### src/rtl/core/tle_pkg.sv
`timescale 1ns / 1ps
// ----------------------------------------------------------------------------
// tle_pkg: shared types and constants for the terminal line editor
// Key codes, sizes, and the command/status bundles passed between the
// controller and the datapath.
// ----------------------------------------------------------------------------
`default_nettype none

package tle_pkg;

    localparam int LINE_CAP = 63;
    localparam int LEN_W    = $clog2(LINE_CAP + 1);
    localparam int ADDR_W   = (LINE_CAP > 1) ? $clog2(LINE_CAP) : 1;
    localparam int CHAR_W   = 8;
    localparam int CFG_W    = 6;

    localparam logic [CFG_W-1:0] MAX_LEN_RESET = 6'd63;

    localparam logic [CHAR_W-1:0] KEY_RETURN    = 8'h0D;
    localparam logic [CHAR_W-1:0] KEY_DELETE    = 8'h7F;
    localparam logic [CHAR_W-1:0] KEY_ESCAPE    = 8'h1B;
    localparam logic [CHAR_W-1:0] KEY_BRACKET   = 8'h5B;
    localparam logic [CHAR_W-1:0] KEY_LEFT      = 8'h44;
    localparam logic [CHAR_W-1:0] KEY_RIGHT     = 8'h43;
    localparam logic [CHAR_W-1:0] KEY_HOME      = 8'h01;
    localparam logic [CHAR_W-1:0] KEY_BACK      = 8'h02;
    localparam logic [CHAR_W-1:0] KEY_END       = 8'h05;
    localparam logic [CHAR_W-1:0] KEY_FORWARD   = 8'h06;
    localparam logic [CHAR_W-1:0] KEY_PRINT_LOW = 8'h20;

    typedef enum logic [1:0] {
        PHASE_NORMAL,
        PHASE_ESC,
        PHASE_BRACKET
    } phase_t;

    typedef enum logic [3:0] {
        KIND_RETURN,
        KIND_DELETE,
        KIND_ESCAPE,
        KIND_HOME,
        KIND_BACK,
        KIND_END,
        KIND_FORWARD,
        KIND_PRINT,
        KIND_OTHER
    } kind_t;

    typedef enum logic [2:0] {
        CUR_HOLD,
        CUR_ZERO,
        CUR_DEC,
        CUR_INC,
        CUR_END
    } cur_op_t;

    typedef enum logic [1:0] {
        LEN_HOLD,
        LEN_ZERO,
        LEN_INC,
        LEN_DEC
    } len_op_t;

    typedef enum logic [2:0] {
        IDX_HOLD,
        IDX_LEN,
        IDX_CUR,
        IDX_ZERO,
        IDX_INC,
        IDX_DEC
    } idx_op_t;

    typedef enum logic [1:0] {
        RD_NONE,
        RD_PREV,
        RD_IDX
    } rd_op_t;

    typedef enum logic [1:0] {
        WR_NONE,
        WR_SHIFT_UP,
        WR_SHIFT_DOWN,
        WR_BYTE
    } wr_op_t;

    typedef enum logic [1:0] {
        OUT_NONE,
        OUT_CHAR,
        OUT_EMPTY
    } out_op_t;

    typedef enum logic [3:0] {
        ST_IDLE,
        ST_DECODE,
        ST_INS_RD,
        ST_INS_WR,
        ST_DEL_RD,
        ST_DEL_WR,
        ST_RET_EMPTY,
        ST_RET_RD,
        ST_RET_LOAD
    } state_t;

    typedef struct packed {
        logic    load_byte;
        logic    phase_wr;
        phase_t  phase_val;
        cur_op_t cur_op;
        len_op_t len_op;
        idx_op_t idx_op;
        rd_op_t  rd_op;
        wr_op_t  wr_op;
        out_op_t out_op;
    } cmd_t;

    typedef struct packed {
        phase_t phase;
        kind_t  kind;
        logic   is_bracket;
        logic   is_left;
        logic   is_right;
        logic   cur_gt0;
        logic   cur_lt_len;
        logic   len_lt_max;
        logic   len_zero;
        logic   idx_gt_cur;
        logic   idx_lt_len;
        logic   idx_last;
        logic   out_free;
    } status_t;

endpackage

`default_nettype wire

### src/rtl/core/tle_ctrl.sv
`timescale 1ns / 1ps
// ----------------------------------------------------------------------------
// tle_ctrl: line editor controller
// Decodes each request and sequences buffer shifts and line readout.
// ----------------------------------------------------------------------------
`default_nettype none

module tle_ctrl
    import tle_pkg::*;
(
    input  wire logic    aclk,
    input  wire logic    aresetn,
    input  wire logic    s_tvalid,
    output logic         s_tready,
    input  wire status_t status,
    output cmd_t         cmd
);

    state_t state_reg;
    state_t state_next;

    always_ff @(posedge aclk) begin
        if (!aresetn) begin
            state_reg <= ST_IDLE;
        end else begin
            state_reg <= state_next;
        end
    end

    // next state
    always_comb begin
        state_next = state_reg;
        unique case (state_reg)
            ST_IDLE: begin
                if (s_tvalid) state_next = ST_DECODE;
            end
            ST_DECODE: begin
                state_next = ST_IDLE;
                if (status.phase == PHASE_NORMAL) begin
                    case (status.kind)
                        KIND_RETURN: begin
                            state_next = status.len_zero ? ST_RET_EMPTY : ST_RET_RD;
                        end
                        KIND_DELETE: begin
                            if (status.cur_gt0) state_next = ST_DEL_RD;
                        end
                        KIND_PRINT: begin
                            if (status.len_lt_max) state_next = ST_INS_RD;
                        end
                        default: state_next = ST_IDLE;
                    endcase
                end
            end
            ST_INS_RD: state_next = status.idx_gt_cur ? ST_INS_WR : ST_IDLE;
            ST_INS_WR: state_next = ST_INS_RD;
            ST_DEL_RD: state_next = status.idx_lt_len ? ST_DEL_WR : ST_IDLE;
            ST_DEL_WR: state_next = ST_DEL_RD;
            ST_RET_EMPTY: begin
                if (status.out_free) state_next = ST_IDLE;
            end
            ST_RET_RD: state_next = ST_RET_LOAD;
            ST_RET_LOAD: begin
                if (status.out_free) begin
                    state_next = status.idx_last ? ST_IDLE : ST_RET_RD;
                end
            end
            default: state_next = ST_IDLE;
        endcase
    end

    // outputs
    always_comb begin
        cmd           = '0;
        cmd.phase_val = PHASE_NORMAL;
        cmd.cur_op    = CUR_HOLD;
        cmd.len_op    = LEN_HOLD;
        cmd.idx_op    = IDX_HOLD;
        cmd.rd_op     = RD_NONE;
        cmd.wr_op     = WR_NONE;
        cmd.out_op    = OUT_NONE;
        s_tready      = 1'b0;
        unique case (state_reg)
            ST_IDLE: begin
                s_tready      = 1'b1;
                cmd.load_byte = s_tvalid;
            end
            ST_DECODE: begin
                unique case (status.phase)
                    PHASE_ESC: begin
                        cmd.phase_wr  = 1'b1;
                        cmd.phase_val = status.is_bracket ? PHASE_BRACKET : PHASE_NORMAL;
                    end
                    PHASE_NORMAL: begin
                        case (status.kind)
                            KIND_RETURN: begin
                                if (!status.len_zero) cmd.idx_op = IDX_ZERO;
                            end
                            KIND_DELETE: begin
                                if (status.cur_gt0) cmd.idx_op = IDX_CUR;
                            end
                            KIND_ESCAPE: begin
                                cmd.phase_wr  = 1'b1;
                                cmd.phase_val = PHASE_ESC;
                            end
                            KIND_HOME: cmd.cur_op = CUR_ZERO;
                            KIND_BACK: begin
                                if (status.cur_gt0) cmd.cur_op = CUR_DEC;
                            end
                            KIND_END: cmd.cur_op = CUR_END;
                            KIND_FORWARD: begin
                                if (status.cur_lt_len) cmd.cur_op = CUR_INC;
                            end
                            KIND_PRINT: begin
                                if (status.len_lt_max) cmd.idx_op = IDX_LEN;
                            end
                            default: cmd.cur_op = CUR_HOLD;
                        endcase
                    end
                    default: begin
                        // direction byte after ESC [
                        cmd.phase_wr = 1'b1;
                        if (status.is_left && status.cur_gt0) begin
                            cmd.cur_op = CUR_DEC;
                        end else if (status.is_right && status.cur_lt_len) begin
                            cmd.cur_op = CUR_INC;
                        end
                    end
                endcase
            end
            ST_INS_RD: begin
                if (status.idx_gt_cur) begin
                    cmd.rd_op = RD_PREV;
                end else begin
                    cmd.wr_op  = WR_BYTE;
                    cmd.len_op = LEN_INC;
                    cmd.cur_op = CUR_INC;
                end
            end
            ST_INS_WR: begin
                cmd.wr_op  = WR_SHIFT_UP;
                cmd.idx_op = IDX_DEC;
            end
            ST_DEL_RD: begin
                if (status.idx_lt_len) begin
                    cmd.rd_op = RD_IDX;
                end else begin
                    cmd.len_op = LEN_DEC;
                    cmd.cur_op = CUR_DEC;
                end
            end
            ST_DEL_WR: begin
                cmd.wr_op  = WR_SHIFT_DOWN;
                cmd.idx_op = IDX_INC;
            end
            ST_RET_EMPTY: begin
                if (status.out_free) begin
                    cmd.out_op   = OUT_EMPTY;
                    cmd.cur_op   = CUR_ZERO;
                    cmd.len_op   = LEN_ZERO;
                    cmd.phase_wr = 1'b1;
                end
            end
            ST_RET_RD: cmd.rd_op = RD_IDX;
            ST_RET_LOAD: begin
                if (status.out_free) begin
                    cmd.out_op = OUT_CHAR;
                    if (status.idx_last) begin
                        cmd.cur_op   = CUR_ZERO;
                        cmd.len_op   = LEN_ZERO;
                        cmd.phase_wr = 1'b1;
                    end else begin
                        cmd.idx_op = IDX_INC;
                    end
                end
            end
            default: s_tready = 1'b0;
        endcase
    end

`ifndef SYNTHESIS
    a_ready_only_idle: assert property (@(posedge aclk) disable iff (!aresetn)
        s_tready |-> (state_reg == ST_IDLE))
        else $error("tle_ctrl: ready outside idle");

    a_accept_to_decode: assert property (@(posedge aclk) disable iff (!aresetn)
        (s_tvalid && s_tready) |=> (state_reg == ST_DECODE))
        else $error("tle_ctrl: accepted request not decoded");

    a_load_waits_slot: assert property (@(posedge aclk) disable iff (!aresetn)
        (cmd.out_op != OUT_NONE) |-> status.out_free)
        else $error("tle_ctrl: output loaded while occupied");
`endif

endmodule

`default_nettype wire

### src/rtl/core/tle_dp.sv
`timescale 1ns / 1ps
// ----------------------------------------------------------------------------
// tle_dp: line editor datapath
// Line buffer memory, cursor/length/escape registers, config register and
// the output register slice.
// ----------------------------------------------------------------------------
`default_nettype none

module tle_dp
    import tle_pkg::*;
(
    input  wire logic               aclk,
    input  wire logic               aresetn,
    input  wire logic [CHAR_W-1:0]  s_tdata,
    input  wire logic               cfg_valid,
    output logic                    cfg_ready,
    input  wire logic [CFG_W-1:0]   cfg_data,
    output logic                    m_tvalid,
    input  wire logic               m_tready,
    output logic [15:0]             m_tdata,
    output logic                    m_tlast,
    output logic                    m_tuser,
    input  wire cmd_t               cmd,
    output status_t                 status
);

    logic [CHAR_W-1:0] mem [LINE_CAP];

    logic [CHAR_W-1:0] byte_reg;
    logic [CHAR_W-1:0] rd_data_reg;
    logic [LEN_W-1:0]  cursor_reg, cursor_next;
    logic [LEN_W-1:0]  len_reg, len_next;
    logic [LEN_W-1:0]  idx_reg, idx_next;
    phase_t            phase_reg;
    logic [CFG_W-1:0]  max_len_reg;

    logic              m_valid_reg;
    logic [CHAR_W-1:0] m_char_reg;
    logic [LEN_W-1:0]  m_len_reg;
    logic              m_last_reg;
    logic              m_empty_reg;

    logic [LEN_W-1:0]  idx_prev;
    logic [ADDR_W-1:0] rd_addr;
    logic [ADDR_W-1:0] wr_addr;
    logic [CHAR_W-1:0] wr_data;
    logic              rd_en;
    logic              wr_en;
    kind_t             kind;
    logic              out_free;

    assign idx_prev = idx_reg - 1'b1;
    assign out_free = !m_valid_reg || m_tready;

    // byte classification
    always_comb begin
        unique case (byte_reg)
            KEY_RETURN:  kind = KIND_RETURN;
            KEY_DELETE:  kind = KIND_DELETE;
            KEY_ESCAPE:  kind = KIND_ESCAPE;
            KEY_HOME:    kind = KIND_HOME;
            KEY_BACK:    kind = KIND_BACK;
            KEY_END:     kind = KIND_END;
            KEY_FORWARD: kind = KIND_FORWARD;
            default: begin
                kind = (byte_reg >= KEY_PRINT_LOW && byte_reg < KEY_DELETE) ?
                       KIND_PRINT : KIND_OTHER;
            end
        endcase
    end

    always_comb begin
        status.phase      = phase_reg;
        status.kind       = kind;
        status.is_bracket = (byte_reg == KEY_BRACKET);
        status.is_left    = (byte_reg == KEY_LEFT);
        status.is_right   = (byte_reg == KEY_RIGHT);
        status.cur_gt0    = (cursor_reg != '0);
        status.cur_lt_len = (cursor_reg < len_reg);
        status.len_lt_max = ((LEN_W+1)'(len_reg) < (LEN_W+1)'(max_len_reg)) &&
                            ((LEN_W+1)'(len_reg) < (LEN_W+1)'(LINE_CAP));
        status.len_zero   = (len_reg == '0);
        status.idx_gt_cur = (idx_reg > cursor_reg);
        status.idx_lt_len = (idx_reg < len_reg);
        status.idx_last   = (((LEN_W+1)'(idx_reg) + 1'b1) == (LEN_W+1)'(len_reg));
        status.out_free   = out_free;
    end

    // memory port selection
    always_comb begin
        rd_en   = (cmd.rd_op != RD_NONE);
        rd_addr = (cmd.rd_op == RD_PREV) ? idx_prev[ADDR_W-1:0] : idx_reg[ADDR_W-1:0];
        wr_en   = 1'b1;
        wr_addr = idx_reg[ADDR_W-1:0];
        wr_data = rd_data_reg;
        case (cmd.wr_op)
            WR_SHIFT_UP:   wr_addr = idx_reg[ADDR_W-1:0];
            WR_SHIFT_DOWN: wr_addr = idx_prev[ADDR_W-1:0];
            WR_BYTE: begin
                wr_addr = cursor_reg[ADDR_W-1:0];
                wr_data = byte_reg;
            end
            default: wr_en = 1'b0;
        endcase
    end

    always_ff @(posedge aclk) begin
        if (wr_en) mem[wr_addr] <= wr_data;
        if (rd_en) rd_data_reg <= mem[rd_addr];
    end

    always_comb begin
        case (cmd.cur_op)
            CUR_ZERO: cursor_next = '0;
            CUR_DEC:  cursor_next = cursor_reg - 1'b1;
            CUR_INC:  cursor_next = cursor_reg + 1'b1;
            CUR_END:  cursor_next = len_reg;
            default:  cursor_next = cursor_reg;
        endcase
        case (cmd.len_op)
            LEN_ZERO: len_next = '0;
            LEN_INC:  len_next = len_reg + 1'b1;
            LEN_DEC:  len_next = len_reg - 1'b1;
            default:  len_next = len_reg;
        endcase
        case (cmd.idx_op)
            IDX_LEN:  idx_next = len_reg;
            IDX_CUR:  idx_next = cursor_reg;
            IDX_ZERO: idx_next = '0;
            IDX_INC:  idx_next = idx_reg + 1'b1;
            IDX_DEC:  idx_next = idx_prev;
            default:  idx_next = idx_reg;
        endcase
    end

    // control state
    always_ff @(posedge aclk) begin
        if (!aresetn) begin
            cursor_reg  <= '0;
            len_reg     <= '0;
            phase_reg   <= PHASE_NORMAL;
            max_len_reg <= MAX_LEN_RESET;
            m_valid_reg <= 1'b0;
        end else begin
            cursor_reg <= cursor_next;
            len_reg    <= len_next;
            if (cmd.phase_wr) phase_reg <= cmd.phase_val;
            if (cfg_valid) max_len_reg <= cfg_data;
            if (cmd.out_op != OUT_NONE) begin
                m_valid_reg <= 1'b1;
            end else if (m_tready) begin
                m_valid_reg <= 1'b0;
            end
        end
    end

    // payload
    always_ff @(posedge aclk) begin
        idx_reg <= idx_next;
        if (cmd.load_byte) byte_reg <= s_tdata;
        case (cmd.out_op)
            OUT_CHAR: begin
                m_char_reg  <= rd_data_reg;
                m_len_reg   <= len_reg;
                m_last_reg  <= status.idx_last;
                m_empty_reg <= 1'b0;
            end
            OUT_EMPTY: begin
                m_char_reg  <= '0;
                m_len_reg   <= '0;
                m_last_reg  <= 1'b1;
                m_empty_reg <= 1'b1;
            end
            default: m_char_reg <= m_char_reg;
        endcase
    end

    assign cfg_ready = 1'b1;
    assign m_tvalid  = m_valid_reg;
    assign m_tdata   = {{(16 - CHAR_W - LEN_W){1'b0}}, m_len_reg, m_char_reg};
    assign m_tlast   = m_last_reg;
    assign m_tuser   = m_empty_reg;

`ifndef SYNTHESIS
    a_cursor_in_line: assert property (@(posedge aclk) disable iff (!aresetn)
        cursor_reg <= len_reg)
        else $error("tle_dp: cursor past end of line");

    a_len_in_cap: assert property (@(posedge aclk) disable iff (!aresetn)
        (LEN_W+1)'(len_reg) <= (LEN_W+1)'(LINE_CAP))
        else $error("tle_dp: line length above capacity");

    a_len_steps: assert property (@(posedge aclk) disable iff (!aresetn)
        (len_reg != $past(len_reg)) |->
            (len_reg == $past(len_reg) + 1'b1 || len_reg == $past(len_reg) - 1'b1 ||
             len_reg == '0))
        else $error("tle_dp: line length jumped");

    a_empty_is_last: assert property (@(posedge aclk) disable iff (!aresetn)
        (m_valid_reg && m_empty_reg) |-> (m_last_reg && m_len_reg == '0))
        else $error("tle_dp: empty-line result malformed");
`endif

endmodule

`default_nettype wire

### src/rtl/core/terminal_line_editor.sv
`timescale 1ns / 1ps
// ----------------------------------------------------------------------------
// terminal_line_editor: emacs-style line editor for a terminal byte stream
// Keeps an editable line with a cursor and emits the finished line on return.
// ----------------------------------------------------------------------------
// Usage:
//   s_* carries one received byte per request. Printable bytes insert at the
//   cursor, 0x7F deletes before it, Ctrl-A/E/B/F and ESC [ D / ESC [ C move
//   it, other escape sequences are dropped. Return sends the line on m_*,
//   one character per request (tlast on the final one), or a single request
//   with tuser set for an empty line, then clears the editor.
//   cfg_* writes max_length (reset 63); write it only while idle.
// Sequencing:
//   Each byte is accepted in idle and then decoded. Insert and delete
//   then move the characters between cursor and line end one at a time,
//   with a read state and a write state per character on the line buffer.
//   Return reads each character and loads it into the output register,
//   waiting while the output slot is still occupied.
// Reset clears cursor, length, escape state and the output valid; the
// buffer itself is not cleared. A stalled m_tready holds the result in the
// output register; readout pauses, and s_tready stays low until it is done.
// ----------------------------------------------------------------------------
`default_nettype none

module terminal_line_editor
    import tle_pkg::*;
(
    input  wire logic        aclk,
    input  wire logic        aresetn,
    // input requests
    input  wire logic        s_tvalid,
    output logic             s_tready,
    input  wire logic [7:0]  s_tdata,   // [7:0] in_byte
    // max_length write channel
    input  wire logic        cfg_valid,
    output logic             cfg_ready,
    input  wire logic [5:0]  cfg_data,  // [5:0] max_length
    // result requests
    output logic             m_tvalid,
    input  wire logic        m_tready,
    output logic [15:0]      m_tdata,   // [7:0] line_char, [13:8] line_length
    output logic             m_tlast,   // last_of_line
    output logic             m_tuser    // empty_line
);

    cmd_t    cmd;      // controller -> datapath
    status_t status;   // datapath -> controller

    // sequencer: decode, shift loops, readout
    tle_ctrl u_ctrl (
        .aclk     (aclk),
        .aresetn  (aresetn),
        .s_tvalid (s_tvalid),
        .s_tready (s_tready),
        .status   (status),
        .cmd      (cmd)
    );

    // buffer, cursor/length, config and output slice
    tle_dp u_dp (
        .aclk      (aclk),
        .aresetn   (aresetn),
        .s_tdata   (s_tdata),
        .cfg_valid (cfg_valid),
        .cfg_ready (cfg_ready),
        .cfg_data  (cfg_data),
        .m_tvalid  (m_tvalid),
        .m_tready  (m_tready),
        .m_tdata   (m_tdata),
        .m_tlast   (m_tlast),
        .m_tuser   (m_tuser),
        .cmd       (cmd),
        .status    (status)
    );

endmodule

`default_nettype wire

### config.mk
export PLATFORM = sky130hd
export DESIGN_NAME = terminal_line_editor
export DESIGN_NICKNAME = d
export VERILOG_FILES = /design/src/rtl/core/tle_pkg.sv /design/src/rtl/core/tle_ctrl.sv /design/src/rtl/core/tle_dp.sv /design/src/rtl/core/terminal_line_editor.sv
export SDC_FILE = /design/constraint.sdc
export NUM_CORES = 1
export LEC_CHECK = 0
export BUFFER_PORTS_ARGS = -buffer_cell sky130_fd_sc_hd__buf_2
export CAP_MARGIN = 20
export CORE_UTILIZATION = 57
export DETAILED_ROUTE_END_ITERATION = 16
export PLACE_DENSITY = 0.84
export SYNTH_ARGS = -nofsm -noshare
export SYNTH_HDL_FRONTEND = slang
export SYNTH_SLANG_ARGS = --single-unit
### constraint.sdc
create_clock -name aclk -period 5.6 [get_ports aclk]
set_input_delay 1.12 -clock aclk [delete_from_list [all_inputs] [get_ports aclk]]
set_output_delay 1.12 -clock aclk [all_outputs]
set_load 0.02 [all_outputs]
# Word level (Yosys, flattened, before mapping)
# Memory sizes are Yosys's and may differ from the RTL's. A register that Yosys moved wholly into a read port is not among the register bits.
# Cells that the tools add are included.
# W data, S select, Z words.
[totals] regBits=55 ram_bits=504 input_bits=19 elab_cells=162 mem_count=1
[op_classes] n_addsub=7 order_cmp=7 n_eq_ne=48 mux=67 n_reduce_logical=20
[mem_list] name="u_dp.mem" depth=63 word_bits=8 read_ports=1 rd_clocked_by_memory_dff=1 wr=1 line="tle_dp.sv:27" rtl="logic [CHAR_W-1:0] mem [LINE_CAP];"
[ops] cell="$pmux W4 S9" n=1
[ops] cell="$eq A4 B3 Y1 const B" n=8
[ops] cell="$eq A8 B7 Y1 const B" n=4
[ops] cell="$pmux W6 S5" n=1
[ops] cell="$mux W4" n=7
[ops] cell="$pmux W4 S7" n=1
[ops] cell="$mux W2" n=12
[ops] cell="$mux W3" n=8
[ops] cell="$pmux W3 S4" n=2
[ops] cell="$pmux W6 S2" n=2
[ops] cell="$pmux W6 S4" n=1
[ops] cell="$add A6 B1 Y6 const B" n=3
[ops] cell="$lt A6 B6 Y1" n=3
[ops] cell="$pmux W6 S3" n=1
[ops] cell="$sub A6 B1 Y6 const B" n=3
[ops] cell="$eq A4 B2 Y1 const B" n=4
[ops] cell="$eq A8 B3 Y1 const B" n=2
[ops] cell="$pmux W8 S2" n=1
[ops] cell="$mux W1" n=15
[ops] cell="$pmux W3 S5" n=1
[ops] cell="$eq A3 B2 Y1 const B" n=4
[ops] cell="$mux W6" n=2
[ops] cell="$pmux W2 S3" n=2
[ops] cell="$pmux W4 S3" n=1
[ops] cell="38 further kinds" n=60

# Logic depth before layout (Yosys ltp)
[logic_depth] ltp_word=10 depth_mapped=23 ltp_nobuf=18

# Modules after synthesis
# From an unflattened synthesis, not the netlist that was laid out.
[hier_totals] cells_unflattened=1832 area_unflattened_um2=27861.7
[by_module_without_submodules] mod="tle_dp" instances=1 cells_each=1724 area_each_um2=27143.5
[by_module_without_submodules] mod="tle_ctrl" instances=1 cells_each=108 area_each_um2=718.2

# Least setup slack after synthesis
# OpenSTA, ideal clock, no wires.
[synth_path] kind="register to register" from="reg u_dp.idx_reg[0]" to="mem u_dp.mem[0][2] (data pin)" setup_time_ns=0.695 arrival_time_ns=5.148 t_required_ns=4.905 slack_ns=-0.243 path_stages_with_launch=12 n_path_buf=5 synth_period_minus_slack_ns=5.843 path_cell_list="edfxtp_1 -> buf_2 -> inv_2 -> buf_1 -> clkbuf_1 -> ha_1 -> nand4_1 -> o22ai_2 -> o21ai_1 -> clkbuf_1 -> clkbuf_1 -> o21ai_0"
[synth_between] elab_chain_cells=5
[synth_lines] element="start, declared" line="tle_dp.sv:33" rtl="logic [LEN_W-1:0] idx_reg, idx_next;"
[synth_lines] element="start signal, assigned" line="tle_dp.sv:159" rtl="idx_reg <= idx_next;"
[synth_lines] element="$gt A6 B6 Y1" line="tle_dp.sv:83" rtl="status.idx_gt_cur = (idx_reg > cursor_reg);"
[synth_lines] element="$mux W2" line="tle_ctrl.sv:131" rtl="if (status.idx_gt_cur) begin"
[synth_lines] element="$pmux W2 S3" line="tle_ctrl.sv:82" rtl="unique case (state_reg)"
[synth_lines] element="$eq A2 B2 Y1" line="tle_dp.sv:96" rtl="case (cmd.wr_op)"
[synth_lines] element="$mux W8" line="tle_dp.sv:96"
[synth_lines] element="named net u_dp.wr_data[2]" line="tle_dp.sv:46" rtl="logic [CHAR_W-1:0] wr_data;"
[synth_lines] element="end, declared" line="tle_dp.sv:27"
# The timed path passes the listed nets, and every way through them passes these cells.

# Worst setup path after layout
[layout_path] from="reg u_dp.idx_reg[4]" to="reg u_dp.rd_data_reg[4] (read register of u_dp.mem) (data pin)"
[layout_between] elab_chain_cells=5 word_cells_on_any_way=9 cone_classes="add/sub (1); order compare (2); eq/ne (1); mux (4); reduce/logical (1)"
[layout_lines] element="$gt A6 B6 Y1 or $lt A6 B6 Y1 (tied branches)" line="tle_dp.sv:83, tle_dp.sv:84"
[layout_lines] element="$mux W1 or $mux W2 (tied branches)" line="tle_ctrl.sv:131, tle_ctrl.sv:144"
[layout_lines] element="$pmux W2 S3" line="tle_ctrl.sv:82"
[layout_lines] element="$eq A2 B1 Y1" line="tle_dp.sv:92" rtl="rd_addr = (cmd.rd_op == RD_PREV) ? idx_prev[ADDR_W-1:0] : idx_reg[ADDR_W-1:0];"
[layout_lines] element="$mux W6" line="tle_dp.sv:92"
[layout_lines] element="end, declared" line="tle_dp.sv:30" rtl="logic [CHAR_W-1:0] rd_data_reg;"
# Parallel ways exist; a longest one is shown, timed or not.
# A chain may end at the register's enable or synchronous reset.

==> impl_metrics.csv <==
group,metric,value,unit
detailed_routing,drt-pass1-iter-count,7,
floorplan,initial_core_util,58.03,%
setup_path,cp.required,6.09,ns
detailed_routing,viasPerCell,7.106,
setup_path,worstPathCellList,"ha_1 -> a211o_1 -> nand2_1 -> o221ai_2 -> o22a_1 -> buf_4 -> o22ai_1 -> o311ai_0 -> and4_1 -> or4_1",
final_layout,nFillCells,3208,
run_status,status,"finished clean",
synth,synth_top_area_share,61.67,%
setup_path,crit_path_top_delay_cell,"o22a_1",
sta,worstMarginPinSlew,1.251,ns
synth,ys_top_cells_by_count,"edfxtp_1 (542), nand2_1 (193), nor2_1 (159), mux2i_1 (114), o22ai_1 (80)",
job,max-cap-violations,0,
final_layout,layout-drive-gt1-share,13.99,%
placement,post-place-ws,0.6279,ns
synth,synthFlopType,"edfxtp_1",
synth,synthesis.area,26390,um2
final_layout,multi_input_area,9092,um2
synth,post_synth_inst_count,1973,
setup_path,critPathKind,"reg -> reg",
detailed_routing,wirelength,76600,um
sta,fin_setup_tns,0,ns
sta,report.final.hold_viol_count,0,
clocking,cts_tree,"done",
setup_path,slowest_delay,0.85,ns
sta,clock_skew,0.01639,ns
clocking,cts_buffers,55,
sta,finalMaxSlewViolations,0,
final_layout,largest_register,"u_dp.mem",
sta,slew-limit-headroom,16.58,%
pwr,powerDensity,299.4,nW/um2
placement,gp_congestion,0.9747,
sta,min_period_over_period,91.89,%
placement,place_hpwl,48850,um
clocking,clkLatencyLatePin,0.62,ns
sta,hold_ws,0.4904,ns
clocking,post_cts_buffers,0,
floorplan,dieArea,47170,um2
setup_path,crit_fanout,22,
detailed_routing,route.detailed.drc,0,
min_path,hold_path.class,"reg -> reg",
clocking,root_buffer,"clkbuf_16",
floorplan,ios,40,
grt,grt_pass1_vias,18380,
synth,yosys.area.top_type,"edfxtp_1",
synth,synth.distinct_cells,86,
final_layout,area_delta_synth_final,10.60,%
clocking,clockBufferDepth,3,
setup_path,critPathLaunchType,"flip-flop",
grt,antenna_found_initial,2,
clocking,path_clk_slew,0.07,ns
detailed_routing,wl_per_cell,28.81,um
setup_path,arrival,5.64,ns
synth,synth_edf_count,542,
sta,period_needed,5.146,ns
synth,yosys.cell_count.top_type,"edfxtp_1",
floorplan,rows,78,
detailed_routing,antenna_left,0,
synth,syn_avg_cell_area,13.38,um2
final_layout,utilization,64.18,%
sta,rsz0062_at_grt,"no",
grt,grt_use_total,32.60,%
clocking,hold_buffers,0,
grt,grt_max_degree,108,
synth,synth_area_leaders,"edfxtp_1 (62%), mux4_2 (4.8%), mux2i_1 (4.3%), nand2_1 (2.7%), nor2_1 (2.3%)",
grt,grt_pass1_wl,114000,um
pwr,power.leakage,9.834,nW
final_layout,diodes,0,
synth,synth-seq-cells,567,
placement,placed_area,27420,um2
grt,gr-total-overflow,0,
setup_path,setup.worst_path.end_class,"flip-flop",
sta,fmax,194.3,MHz
final_layout,nets,2067,
detailed_routing,drt_iter0_markers,3069,
floorplan,core,45480,um2
placement,portBuffers,36,
floorplan,die_h,217.2,um
clocking,cts.sinks,567,
clocking,htreeDepth,2,
synth,ys_async_sr_fraction,0,%
detailed_routing,vias,18890,
final_layout,register_area,16780,um2
final_layout,final_cell_area,29190,um2
synth,yosysWarnings,0,
clocking,cts_resized,0,
floorplan,fp.dieW,217.2,um
final_layout,largest_reg_flops,504,
synth,ys_seq_area_share,63.57,%
sta,layout_setup_ws,0.4541,ns
pwr,vdd_drop_max,0.2915,mV
sta,finalSetupViolCount,0,
[metal layers]
metal / track usage, % / share of wire [%]
met3: 8.484 / 13
met2: 50.44 / 46
met5: 0 / 0.044
met4: 18.54 / 6.3
met1: 41.92 / 35
[critical path, delay by kind of cell (launching register included)]
kind                     cells  cell delay [ns]
AO/OA/AOI/OAI                5             2.65
adder cells (fa/ha/maj)      1             0.34
buffers and inverters        1             0.32
flip-flops                   1             0.84
AND/OR/NAND/NOR              3             0.84
[where the power goes]
| part | internal, W | switching, W |
|---|---|---|
| Clock | 0.00202 | 0.00162 |
| Combinational | 0.000156 | 0.000308 |
| Sequential | 0.00462 | 0.0000189 |
[cells by family (layout without fill, tap and decap cells)]
family | Yosys count | count (layout) | share of synthesized area, %
DFF | 567 | 567 | 63.57
and+or+nand+nor | 566 | 566 | 9.809
AOI/OAI and AO/OA | 431 | 431 | 11.38
muxes | 192 | 192 | 10.06
buffers and inverters | 152 | 237 | 2.423
adders and majority gates | 36 | 36 | 1.764
xor gates and xnor gates | 27 | 27 | 0.9766
other | 2 | 3 | 0.02846
[stage by stage]
| stage | instances | total power [W] |
|---|---|---|
| 2_1_floorplan | 1974 | 0.005017 |
| 3_3_place_gp | 2553 | 0.005159 |
| 3_5_place_dp | 2553 | 0.005170 |
| 4_1_cts | 2657 | 0.008712 |
| 5_1_grt | 2659 | 0.008915 |
| 6_report | 2659 | 0.008738 |
[cell usage in the layout (no fill, tap or decap), drive strengths merged, types with 21 or more instances in the layout]
master,count
edfxtp,542
nand2,193
nor2,159
mux2i,114
buf,101
o22ai,81
nand3,76
clkbuf,67
a21oi,66
o21ai,62
mux4,56
o221ai,53
ha,34
nor3,33
inv,32
clkinv,28
o211ai,26
dfxtp,25
mux2,22
nor2b,21
[area by class of cell]
class | count | area share (%)
timing repair buffer | 101 | 2.418
sequential | 567 | 57.48
inverter | 32 | 0.4115
tap | 600 | 2.572
multi-input combinational | 1255 | 31.15
clock buffer | 67 | 4.943
clock inverter | 37 | 1.029
[worst paths after layout]
kind | startpoint | endpoint | slack, ns | cells after the start
max | u_dp.idx_reg[4]$_DFFE_PP_ | u_dp.rd_data_reg[4]$_DFFE_PP_ | 0.45 | 10
min | u_dp.max_len_reg[0]$_SDFFE_PN1P_ | u_dp.max_len_reg[0]$_SDFFE_PN1P_ | 0.49 | 2
max reg2reg | u_dp.idx_reg[4]$_DFFE_PP_ | u_dp.rd_data_reg[4]$_DFFE_PP_ | 0.45 | 10
min reg2reg | u_dp.max_len_reg[0]$_SDFFE_PN1P_ | u_dp.max_len_reg[0]$_SDFFE_PN1P_ | 0.49 | 2
Note: power is estimated with default switching activity, not from simulation.
